File: src/hw/rtl/orl_pkg.sv
// Package for the ordered record list: sizes, command codes and status codes.
// Used by ordered_record_list; depends on nothing else.
package orl_pkg;

    // Capacity of the list in records.
    localparam int DEPTH = 16;

    // Derived widths: an entry index, and a count that can hold DEPTH itself.
    localparam int IDX_W = $clog2(DEPTH);
    localparam int CNT_W = $clog2(DEPTH + 1);

    // Fixed field widths of the ports.
    localparam int CMD_W = 3;
    localparam int POS_IN_W = 8;
    localparam int KEY_W = 32;
    localparam int AGE_W = 8;
    localparam int STATUS_W = 3;
    localparam int POS_OUT_W = 7;
    localparam int COUNT_OUT_W = 7;

    // One stored record: key in the upper bits, age in the lower bits.
    localparam int ENT_W = KEY_W + AGE_W;

    // Command codes.
    localparam logic [CMD_W-1:0] CMD_INS_HEAD = 3'd0;
    localparam logic [CMD_W-1:0] CMD_INS_TAIL = 3'd1;
    localparam logic [CMD_W-1:0] CMD_INS_POS = 3'd2;
    localparam logic [CMD_W-1:0] CMD_DEL_HEAD = 3'd3;
    localparam logic [CMD_W-1:0] CMD_DEL_TAIL = 3'd4;
    localparam logic [CMD_W-1:0] CMD_DEL_POS = 3'd5;
    localparam logic [CMD_W-1:0] CMD_SEARCH = 3'd6;
    localparam logic [CMD_W-1:0] CMD_DISPLAY = 3'd7;

    // Status codes.
    localparam logic [STATUS_W-1:0] ST_OK = 3'd0;
    localparam logic [STATUS_W-1:0] ST_EMPTY = 3'd1;
    localparam logic [STATUS_W-1:0] ST_INVALID = 3'd2;
    localparam logic [STATUS_W-1:0] ST_RANGE = 3'd3;
    localparam logic [STATUS_W-1:0] ST_NOTFOUND = 3'd4;
    localparam logic [STATUS_W-1:0] ST_FULL = 3'd5;

endpackage

File: src/hw/rtl/ordered_record_list.sv
// Ordered record list: a bounded list of key/age records kept in head-first order.
// Holds the record memory, the command sequencer and the result register.
// Depends on orl_pkg.
//
// The block keeps up to DEPTH records (16) in the record memory in list
// order, the head at address 0. One command beat is accepted while in_stall is
// low; the block then raises in_stall until the command is finished. All
// record movement goes through one memory read port and one write port, one
// entry at a time, so the cost of a command is set by how many entries
// it has to walk and by any wait on out_stall. Errors (empty, invalid
// position, out of range, full) are answered without touching the memory.
// Every command produces at least one result beat and its final beat carries
// last = 1; display produces one beat per record, head first. The result sits
// in an output register, so a new command beat can be accepted while the last
// result of the previous one still waits for the consumer. Records that were
// never written are never read. count_out always reports the record count
// after the command. There is no clearing pass after reset.
module ordered_record_list
    import orl_pkg::*;
(
    input  logic                          clk,
    input  logic                          rst_n,
    // Command channel
    input  logic                          in_valid,
    output logic                          in_stall,
    input  logic [CMD_W-1:0]              command,
    input  logic [POS_IN_W-1:0]           position,
    input  logic signed [KEY_W-1:0]       key,
    input  logic [AGE_W-1:0]              age_in,
    // Result channel
    output logic                          out_valid,
    input  logic                          out_stall,
    output logic [STATUS_W-1:0]           status,
    output logic [POS_OUT_W-1:0]          found_position,
    output logic signed [KEY_W-1:0]       key_out,
    output logic [AGE_W-1:0]              age_out,
    output logic [COUNT_OUT_W-1:0]        count_out,
    output logic                          last
);

    typedef enum logic [3:0] {
        S_IDLE,
        S_EMIT,
        S_INS_STEP,
        S_INS_WR,
        S_DEL_CAP,
        S_DEL_STEP,
        S_DEL_WR,
        S_SRCH_RD,
        S_SRCH_CMP,
        S_DISP_RD,
        S_DISP_OUT
    } state_t;

    // Record memory and its registered read data.
    logic [ENT_W-1:0] mem [DEPTH];
    logic [ENT_W-1:0] rd_data_reg;

    logic             mem_we;
    logic [IDX_W-1:0] mem_waddr;
    logic [ENT_W-1:0] mem_wdata;
    logic             rd_en;
    logic [IDX_W-1:0] rd_addr;

    // Sequencer state.
    state_t           state_reg, state_next;
    logic [CNT_W-1:0] count_reg, count_next;
    logic [CNT_W-1:0] ptr_reg, ptr_next;
    logic [CNT_W-1:0] tgt_reg, tgt_next;
    logic [KEY_W-1:0] key_reg, key_next;
    logic [AGE_W-1:0] age_reg, age_next;

    // Result prepared for the single-beat answers.
    logic [STATUS_W-1:0]  pend_status_reg, pend_status_next;
    logic [POS_OUT_W-1:0] pend_pos_reg, pend_pos_next;
    logic [KEY_W-1:0]     pend_key_reg, pend_key_next;
    logic [AGE_W-1:0]     pend_age_reg, pend_age_next;

    // Output register.
    logic                   out_valid_reg, out_valid_next;
    logic [STATUS_W-1:0]    status_reg, status_next;
    logic [POS_OUT_W-1:0]   found_position_reg, found_position_next;
    logic [KEY_W-1:0]       key_out_reg, key_out_next;
    logic [AGE_W-1:0]       age_out_reg, age_out_next;
    logic [COUNT_OUT_W-1:0] count_out_reg, count_out_next;
    logic                   last_reg, last_next;

    logic out_free;
    logic [KEY_W-1:0] rd_key;
    logic [AGE_W-1:0] rd_age;

    assign out_free = !out_valid_reg || !out_stall;
    assign rd_key = rd_data_reg[ENT_W-1:AGE_W];
    assign rd_age = rd_data_reg[AGE_W-1:0];

    always_comb
    begin
        logic [POS_IN_W-1:0] pos_m1;
        logic [CNT_W-1:0]    tgt_sel;
        logic [CNT_W-1:0]    ptr_inc;
        logic [CNT_W-1:0]    ptr_dec;

        pos_m1 = position - POS_IN_W'(1);
        tgt_sel = '0;
        ptr_inc = ptr_reg + CNT_W'(1);
        ptr_dec = ptr_reg - CNT_W'(1);

        state_next = state_reg;
        count_next = count_reg;
        ptr_next = ptr_reg;
        tgt_next = tgt_reg;
        key_next = key_reg;
        age_next = age_reg;
        pend_status_next = pend_status_reg;
        pend_pos_next = pend_pos_reg;
        pend_key_next = pend_key_reg;
        pend_age_next = pend_age_reg;

        out_valid_next = out_valid_reg && out_stall;
        status_next = status_reg;
        found_position_next = found_position_reg;
        key_out_next = key_out_reg;
        age_out_next = age_out_reg;
        count_out_next = count_out_reg;
        last_next = last_reg;

        mem_we = 1'b0;
        mem_waddr = ptr_reg[IDX_W-1:0];
        mem_wdata = rd_data_reg;
        rd_en = 1'b0;
        rd_addr = ptr_reg[IDX_W-1:0];

        case (state_reg)
            S_IDLE:
            begin
                if (in_valid)
                begin
                    key_next = key;
                    age_next = age_in;
                    ptr_next = '0;
                    pend_status_next = ST_OK;
                    pend_pos_next = '0;
                    pend_key_next = '0;
                    pend_age_next = '0;
                    case (command)
                        CMD_INS_HEAD, CMD_INS_TAIL, CMD_INS_POS:
                        begin
                            if (command == CMD_INS_POS && position == '0)
                            begin
                                pend_status_next = ST_INVALID;
                                state_next = S_EMIT;
                            end
                            else if (count_reg == CNT_W'(DEPTH))
                            begin
                                pend_status_next = ST_FULL;
                                state_next = S_EMIT;
                            end
                            else
                            begin
                                if (command == CMD_INS_HEAD)
                                    tgt_sel = '0;
                                else if (command == CMD_INS_TAIL)
                                    tgt_sel = count_reg;
                                else if (pos_m1 > POS_IN_W'(count_reg))
                                    tgt_sel = count_reg;
                                else
                                    tgt_sel = pos_m1[CNT_W-1:0];
                                tgt_next = tgt_sel;
                                ptr_next = count_reg;
                                state_next = S_INS_STEP;
                            end
                        end
                        default:
                        begin
                            if (count_reg == '0)
                            begin
                                pend_status_next = ST_EMPTY;
                                state_next = S_EMIT;
                            end
                            else
                            begin
                                case (command)
                                    CMD_DEL_HEAD, CMD_DEL_TAIL, CMD_DEL_POS:
                                    begin
                                        if (command == CMD_DEL_POS && position == '0)
                                        begin
                                            pend_status_next = ST_INVALID;
                                            state_next = S_EMIT;
                                        end
                                        else if (command == CMD_DEL_POS &&
                                                 position > POS_IN_W'(count_reg))
                                        begin
                                            pend_status_next = ST_RANGE;
                                            state_next = S_EMIT;
                                        end
                                        else
                                        begin
                                            if (command == CMD_DEL_HEAD)
                                                tgt_sel = '0;
                                            else if (command == CMD_DEL_TAIL)
                                                tgt_sel = count_reg - CNT_W'(1);
                                            else
                                                tgt_sel = pos_m1[CNT_W-1:0];
                                            tgt_next = tgt_sel;
                                            rd_en = 1'b1;
                                            rd_addr = tgt_sel[IDX_W-1:0];
                                            state_next = S_DEL_CAP;
                                        end
                                    end
                                    CMD_SEARCH:
                                        state_next = S_SRCH_RD;
                                    CMD_DISPLAY:
                                        state_next = S_DISP_RD;
                                    default:
                                        state_next = S_IDLE;
                                endcase
                            end
                        end
                    endcase
                end
            end

            // Insert: move records up one place from the tail down to the
            // target, then write the new record into the gap.
            S_INS_STEP:
            begin
                if (ptr_reg == tgt_reg)
                begin
                    mem_we = 1'b1;
                    mem_waddr = ptr_reg[IDX_W-1:0];
                    mem_wdata = {key_reg, age_reg};
                    count_next = count_reg + CNT_W'(1);
                    state_next = S_EMIT;
                end
                else
                begin
                    rd_en = 1'b1;
                    rd_addr = ptr_dec[IDX_W-1:0];
                    state_next = S_INS_WR;
                end
            end

            S_INS_WR:
            begin
                mem_we = 1'b1;
                mem_waddr = ptr_reg[IDX_W-1:0];
                mem_wdata = rd_data_reg;
                ptr_next = ptr_dec;
                state_next = S_INS_STEP;
            end

            // Delete: capture the victim, then close the gap record by record.
            S_DEL_CAP:
            begin
                pend_status_next = ST_OK;
                pend_pos_next = POS_OUT_W'(tgt_reg) + POS_OUT_W'(1);
                pend_key_next = rd_key;
                pend_age_next = rd_age;
                ptr_next = tgt_reg;
                state_next = S_DEL_STEP;
            end

            S_DEL_STEP:
            begin
                if (ptr_inc >= count_reg)
                begin
                    count_next = count_reg - CNT_W'(1);
                    state_next = S_EMIT;
                end
                else
                begin
                    rd_en = 1'b1;
                    rd_addr = ptr_inc[IDX_W-1:0];
                    state_next = S_DEL_WR;
                end
            end

            S_DEL_WR:
            begin
                mem_we = 1'b1;
                mem_waddr = ptr_reg[IDX_W-1:0];
                mem_wdata = rd_data_reg;
                ptr_next = ptr_inc;
                state_next = S_DEL_STEP;
            end

            // Search: read and compare one record at a time from the head.
            S_SRCH_RD:
            begin
                if (ptr_reg == count_reg)
                begin
                    pend_status_next = ST_NOTFOUND;
                    state_next = S_EMIT;
                end
                else
                begin
                    rd_en = 1'b1;
                    rd_addr = ptr_reg[IDX_W-1:0];
                    state_next = S_SRCH_CMP;
                end
            end

            S_SRCH_CMP:
            begin
                if (rd_key == key_reg)
                begin
                    pend_status_next = ST_OK;
                    pend_pos_next = POS_OUT_W'(ptr_reg) + POS_OUT_W'(1);
                    pend_key_next = rd_key;
                    pend_age_next = rd_age;
                    state_next = S_EMIT;
                end
                else
                begin
                    ptr_next = ptr_inc;
                    state_next = S_SRCH_RD;
                end
            end

            // Display: one result beat per record, head first.
            S_DISP_RD:
            begin
                rd_en = 1'b1;
                rd_addr = ptr_reg[IDX_W-1:0];
                state_next = S_DISP_OUT;
            end

            S_DISP_OUT:
            begin
                if (out_free)
                begin
                    out_valid_next = 1'b1;
                    status_next = ST_OK;
                    found_position_next = POS_OUT_W'(ptr_reg) + POS_OUT_W'(1);
                    key_out_next = rd_key;
                    age_out_next = rd_age;
                    count_out_next = COUNT_OUT_W'(count_reg);
                    last_next = (ptr_inc == count_reg);
                    if (ptr_inc == count_reg)
                        state_next = S_IDLE;
                    else
                    begin
                        ptr_next = ptr_inc;
                        state_next = S_DISP_RD;
                    end
                end
            end

            S_EMIT:
            begin
                if (out_free)
                begin
                    out_valid_next = 1'b1;
                    status_next = pend_status_reg;
                    found_position_next = pend_pos_reg;
                    key_out_next = pend_key_reg;
                    age_out_next = pend_age_reg;
                    count_out_next = COUNT_OUT_W'(count_reg);
                    last_next = 1'b1;
                    state_next = S_IDLE;
                end
            end

            default:
                state_next = S_IDLE;
        endcase
    end

    always_ff @(posedge clk or negedge rst_n)
    begin
        if (!rst_n)
        begin
            state_reg <= S_IDLE;
            count_reg <= '0;
            ptr_reg <= '0;
            tgt_reg <= '0;
            key_reg <= '0;
            age_reg <= '0;
            pend_status_reg <= ST_OK;
            pend_pos_reg <= '0;
            pend_key_reg <= '0;
            pend_age_reg <= '0;
            out_valid_reg <= 1'b0;
            status_reg <= ST_OK;
            found_position_reg <= '0;
            key_out_reg <= '0;
            age_out_reg <= '0;
            count_out_reg <= '0;
            last_reg <= 1'b0;
        end
        else
        begin
            state_reg <= state_next;
            count_reg <= count_next;
            ptr_reg <= ptr_next;
            tgt_reg <= tgt_next;
            key_reg <= key_next;
            age_reg <= age_next;
            pend_status_reg <= pend_status_next;
            pend_pos_reg <= pend_pos_next;
            pend_key_reg <= pend_key_next;
            pend_age_reg <= pend_age_next;
            out_valid_reg <= out_valid_next;
            status_reg <= status_next;
            found_position_reg <= found_position_next;
            key_out_reg <= key_out_next;
            age_out_reg <= age_out_next;
            count_out_reg <= count_out_next;
            last_reg <= last_next;
        end
    end

    // Record memory: one write port, one registered read port.
    always_ff @(posedge clk)
    begin
        if (mem_we)
            mem[mem_waddr] <= mem_wdata;
        if (rd_en)
            rd_data_reg <= mem[rd_addr];
    end

    assign in_stall = (state_reg != S_IDLE);
    assign out_valid = out_valid_reg;
    assign status = status_reg;
    assign found_position = found_position_reg;
    assign key_out = key_out_reg;
    assign age_out = age_out_reg;
    assign count_out = count_out_reg;
    assign last = last_reg;

`ifndef SYNTHESIS
    // The record count never goes past capacity.
    a_count_bound: assert property (@(posedge clk) disable iff (!rst_n)
        count_reg <= CNT_W'(DEPTH))
        else $error("record count above capacity");

    // Whenever the record count changes, it changes by exactly one record.
    a_count_step: assert property (@(posedge clk) disable iff (!rst_n)
        !$stable(count_reg) |->
            (count_reg == $past(count_reg) + CNT_W'(1)) ||
            (count_reg == $past(count_reg) - CNT_W'(1)))
        else $error("record count jumped by more than one");

    // The memory is written only by the insert and delete walks.
    a_write_states: assert property (@(posedge clk) disable iff (!rst_n)
        mem_we |-> (state_reg == S_INS_STEP) || (state_reg == S_INS_WR) ||
                   (state_reg == S_DEL_WR))
        else $error("record memory written outside insert or delete");

    // An insert shift step always stays above its target slot.
    a_ins_above_target: assert property (@(posedge clk) disable iff (!rst_n)
        (state_reg == S_INS_WR) |-> (ptr_reg > tgt_reg))
        else $error("insert shift walked past its target");

    // A delete shift step always stays inside the occupied records.
    a_del_inside: assert property (@(posedge clk) disable iff (!rst_n)
        (state_reg == S_DEL_WR) |-> ({1'b0, ptr_reg} + 1'b1 < {1'b0, count_reg}))
        else $error("delete shift walked past the tail");
`endif

endmodule
File: config.mk
export PLATFORM = sky130hd
export DESIGN_NAME = ordered_record_list
export DESIGN_NICKNAME = d
export VERILOG_FILES = /design/src/hw/rtl/orl_pkg.sv /design/src/hw/rtl/ordered_record_list.sv
export SDC_FILE = /design/constraint.sdc
export NUM_CORES = 1
export LEC_CHECK = 0
export BUFFER_PORTS_ARGS = -buffer_cell sky130_fd_sc_hd__buf_2
export CORE_AREA = 2 2 261 263
export DETAILED_ROUTE_END_ITERATION = 10
export DIE_AREA = 0 0 263 265
export HOLD_SLACK_MARGIN = 0.1
export PLACE_DENSITY = 0.84
export SLEW_MARGIN = 20
export SYNTH_ARGS = -nofsm -noshare
export SYNTH_HDL_FRONTEND = slang
export SYNTH_SLANG_ARGS = --single-unit
File: constraint.sdc
create_clock -name clk -period 10 [get_ports clk]
set_clock_uncertainty 0.05 [all_clocks]
set_input_delay 1 -clock clk [delete_from_list [all_inputs] [get_ports clk]]
set_output_delay 1 -clock clk [all_outputs]
set_load 0.005 [all_outputs]
# --- Yosys cells after proc, flatten, opt, wreduce, memory -nomap -nowiden ---
# Memories as Yosys holds them, arrays and structs flattened. A register that Yosys moved wholly into a read port is not among the register bits.
# Index checks and enable logic that the tools add are counted.
totals:
  ff_bits: 166
  mem_bits_rw: 640
  in_bits: 55
  output_inout_bits: 60
  word_cells: 197
  mem_count: 1
mem_list:
  columns: ["name", "depth", "word_bits", "read_ports", "rd_clocked_by_memory_dff", "write_ports", "line_no", "rtl"]
  rows:
  - ["mem", 16, 40, 1, 1, 1, "ordered_record_list.sv:56", "logic [ENT_W-1:0] mem [DEPTH];"]
op_classes:
  add_sub_neg: 7
  n_lt_le_gt_ge: 3
  eq_ne: 36
  muxes: 101
  n_reduce_logical: 32
ops:
  columns: ["op", "n"]
  rows:
  - ["$mux 32", 4]
  - ["$mux 5", 21]
  - ["$pmux 32 s3", 1]
  - ["$mux 40", 2]
  - ["$pmux 32 s2", 1]
  - ["$mux 4", 15]
  - ["$pmux 4 s10", 1]
  - ["$mux 3", 12]
  - ["$eq 32x32->1", 1]
  - ["$mux 8", 4]
  - ["$pmux 5 s6", 1]
  - ["$mux 7", 4]
  - ["$pmux 4 s3", 2]
  - ["$pmux 8 s3", 1]
  - ["$ne 2x2->1 const B", 11]
  - ["$pmux 7 s3", 1]
  - ["$eq 4x3->1 const B", 4]
  - ["$gt 8x5->1", 2]
  - ["$mux 1", 16]
  - ["$pmux 8 s2", 1]
  - ["$eq 5x5->1", 3]
  - ["$mux 2", 7]
  - ["$pmux 7 s2", 1]
  - ["$add 5x1->6 const B", 2]
  - ["35 further kinds", 61]

# --- Logic depth before layout (Yosys ltp) ---
depth:
  depth_word: 10
  mapped_depth: 17

# --- Worst setup path after synthesis ---
# OpenSTA, ideal clock, no wires.
synth_path:
  kind: "register to register"
  from: "register state_reg[1]"
  to: "memory mem[3][0] (netlist bit), enable pin"
  setup_ns: 0.487
  arrival_time_ns: 4.394
  slack_ns: 5.069
  path_stages_with_launch: 9
  n_path_buf: 2
  synth_period_minus_slack_ns: 4.931
  path_cell_list: "dfrtp_1 > buf_2 > nor2b_1 > nand2_1 > or3_1 > clkbuf_1 > o21ai_0 > nand2_1 > nor3_1"
synth_via:
  elab_chain_len: 5
synth_lines:
  columns: ["element", "line_no", "rtl"]
  rows:
  - ["from (decl)", "ordered_record_list.sv:66", "state_t state_reg, state_next;"]
  - ["from (signal assigned)", "ordered_record_list.sv:393", "state_reg <= state_next;"]
  - ["$eq 4x3->1 / $eq 4x2->1 (equally long branches)", "ordered_record_list.sv:133", "case (state_reg)"]
  - ["$reduce_or 2->1 (no line)", null, null]
  - ["$pmux 1 s2 *", "ordered_record_list.sv:133", null]
  - ["$mux 1 *", "ordered_record_list.sv:416", "if (mem_we)"]
  - ["$mux 1 (not written as such) *", "ordered_record_list.sv:417", "mem[mem_waddr] <= mem_wdata;"]
  - ["to (decl)", "ordered_record_list.sv:56", null]
# Every way passes the cells marked *; elsewhere a longest branch is shown, timed or not.

# --- Worst setup path after layout ---
layout_path:
  from: "register ptr_reg[0]"
  to: "register rd_data_reg[25], read port of mem (data pin)"
layout_via:
  elab_chain_len: 7
layout_lines:
  columns: ["element", "line_no", "rtl"]
  rows:
  - ["from (decl)", "ordered_record_list.sv:68", "logic [CNT_W-1:0] ptr_reg, ptr_next;"]
  - ["from (signal assigned)", "ordered_record_list.sv:395", "ptr_reg <= ptr_next;"]
  - ["parallel branches: the longest is 7 deep, another holds $add 5x1->5", null, null]
  - ["to (decl)", "ordered_record_list.sv:57", "logic [ENT_W-1:0] rd_data_reg;"]
# Several ways; the timed one is not identified.
# A chain may end at the register's enable or synchronous reset.

==> metrics <==
outcome completed; Final Slew Violations 0; Worst Path Arrival 6.39 ns; fin crit period 5.98 ns; crit end category flop; CP required 10.41 ns; Worst Hold Class input port to asynchronous set/reset pin; flops & latches, synth 844; synth warn 0; Max clock buf depth 3; clk root buf clkbuf_16; Area Growth Syn to Fin 10.1%; Post-route DRC 0; Worst Tran Pin Value 1.23 ns; Max Cap Viol 0; Fmax 167 MHz; vias in the first global route 25,866; post-route ant nets 0; first-pass detailed-route iteration total 5; max reg flops 640; unrepaired setup endpoints after global routing false; initial antenna violation count 1; commonest non-fill, non-tap cells in the layout 726 x nand2_1, 680 x edfxtp_1, 164 x dfrtp_1; core footprint 66,800 µm²; Cell Area, Synth 37,700 µm²; Wirelength per Cell 24.9 µm; critical path peak fanout 89; Placement Rows 95; final WL 100 mm; placed wire-length estimate 53.6 mm; GR Util All Layers 0.283; most used cell, CP ha_1; Starting Density 0.564; critical path class flop to flop; I/O pin cnt 115; clock-pin slew on the worst setup and hold paths 0.07 ns; ys flop type edfxtp_1; Final period util 0.598; layout cells sized above 1 0.130; Slew HR 0.177; peak supply drop 0.599 mV; Clock Latency Late Sink 0.64 ns; asr flop ratio synth 0.194; post-CTS setup buffers 0; CTS Hold Buffers Added 0; syn avg cell area 12.3 µm²; setup TNS 0 ns; gpl congestion 0.946; Critical R2R Launch ptr_reg[0]; Nets 3,165; Reg2Reg Capture Point rd_data_reg[25]; sequential fraction of the synthesis area 0.651; Overflow after GRT 0; CTS tree done; Die Width 263 µm; final hold slack 0.412 ns; Setup WS pre-CTS 4.10 ns; flop-to-flop setup slack 4.02 ns; Mapped Cells 3,069; die footprint 69,700 µm²; Inserted Clock Buffers 79; final hold vios 0; Post-synth EDFFs 680; Setup-failing EPs final 0; largest net degree at the start of global routing 167; Die Height 265 µm; Setup crit start kind flop; setup ws final 4.02 ns; drt initial violations 3,708; n_diodes 0; clock sink count 844; Cell variety after synth 74; CP Cell Sequence ha_1 > nand3_1 > xnor2_1 > ha_1 > nor3_1 > a21oi_1 > and2_1 > a311o_2 > buf_4 > nand2_1 > a221oi_2 > a22oi_1 > o221ai_1; IO buf count 111; Largest stage delay, worst path 0.95 ns; filler cell count 4,742; LEAKAGE 14.9 nW; vias post-DR 26,517; overall power 15.3 mW; first-pass GRT wire length 152 mm; Worst path slowest cell buf_4; CTS resizes 0; FF-to-FF path depth 13; number of vias per cell 6.59; pwr dens 369 nW/µm²; htree depth 3; most common cell after layout, fill and taps aside nand2_1
-- worst max-delay path by stage --
| stage | start | end | slack, ns | cells past startpoint |
|---|---|---|---|---|
| global route | ptr_reg[0] | rd_data_reg[23] | 3.70 | 13 |
| floorplan | state_reg[1] | mem[3][0] | 5.07 | 8 |
| detailed placement | ptr_reg[0] | rd_data_reg[25] | 4.10 | 14 |
| CTS | ptr_reg[0] | rd_data_reg[25] | 4.01 | 14 |
| finish | ptr_reg[0] | rd_data_reg[25] | 4.02 | 13 |
| global placement | position[0] | rd_data_reg[25] | 4.35 | 14 |
-- worst max-delay path, delay by kind of cell (launching register included) --
family,cells,cell delay [ns]
XOR/XNOR,1,0.39
AND/OR/NAND/NOR,4,0.73
buffers and inverters,1,0.95
flip-flops,1,0.78
AO/OA/AOI/OAI,5,2.15
adder cells (fa/ha/maj),2,0.65
-- per-stage QoR --
stage	area (µm²)	cells	util
after floorplan	37700	3071	-
after global placement	38800	3878	0.581
after detailed placement	38800	3878	0.581
after CTS	41400	4024	0.620
after global routing	41500	4024	0.621
final	41500	4024	0.621
-- cells by family (layout without fill, tap and decap cells) --
kind of cell / Yosys count / after routing / share of synthesized area
AOI/OAI and AO/OA: 611 / 611 / 0.125
xor gates and xnor gates: 57 / 57 / 0.0133
adders and majority gates: 24 / 24 / 0.00797
buffers and inverters: 243 / 323 / 0.0305
DFF: 844 / 844 / 0.651
muxes: 173 / 173 / 0.0463
other: 1 / 3 / 0.0000996
and+or+nand+nor: 1116 / 1116 / 0.126
-- report_power, final --
group,internal [mW],switching (mW)
clock,1.73,1.29
combinational,2.21,4.78
sequential,4.78,0.495
-- synth_stat cells, types with 5 or more instances --
cell      instances  share of area
clkbuf_1        113          0.011
mux2_2           10         0.0030
xnor2_1          16         0.0037
a21oi_2          18         0.0042
and3_1            5        0.00083
inv_1            24         0.0024
nor2_1          167          0.017
dfrtp_1         164           0.11
nand2b_1          6         0.0010
o221ai_1         43          0.010
nor4_1           10         0.0017
a32oi_1          42         0.0098
o22ai_1          85          0.014
a31oi_1          13         0.0022
buf_2            59         0.0078
nand4_1         125          0.021
o21a_1           10         0.0020
buf_1            18         0.0018
o31ai_1           7         0.0014
nor3_1           20         0.0027
nand2_1         727          0.072
a211oi_1          7         0.0014
buf_6            11         0.0033
a22oi_1          46         0.0092
o21ai_0         125          0.017
nor2b_1           6         0.0010
a21o_1            7         0.0014
a21oi_1          96          0.013
mux2i_1         163          0.043
buf_4            17         0.0034
a221oi_2         78          0.031
nand3_1          17         0.0023
edfxtp_1        680           0.54
ha_1             24         0.0080
xor2_1           41         0.0095
and2_1            6         0.0010
-- area by class of cell --
class,count,area (µm²),share of cell area
Timing Repair Buffer,153,910,0.0219
Tap cell,873,1090,0.0264
Inverter,24,90.1,0.00217
Sequential cell,844,24500,0.592
Clock buffer,114,2210,0.0534
Clock inverter,32,389,0.00939
Multi-Input combinational cell,1984,12200,0.295
-- metal layers --
metal | track usage | part of all wire | vias to the layer above
li1 | - | - | 11536
met1 | 0.377 | 0.37 | 12832
met2 | 0.452 | 0.47 | 1812
met3 | 0.0621 | 0.12 | 335
met4 | 0.126 | 0.042 | 2
met5 | 0 | 0.000080 | -
Note: power is estimated with default switching activity, not from simulation.
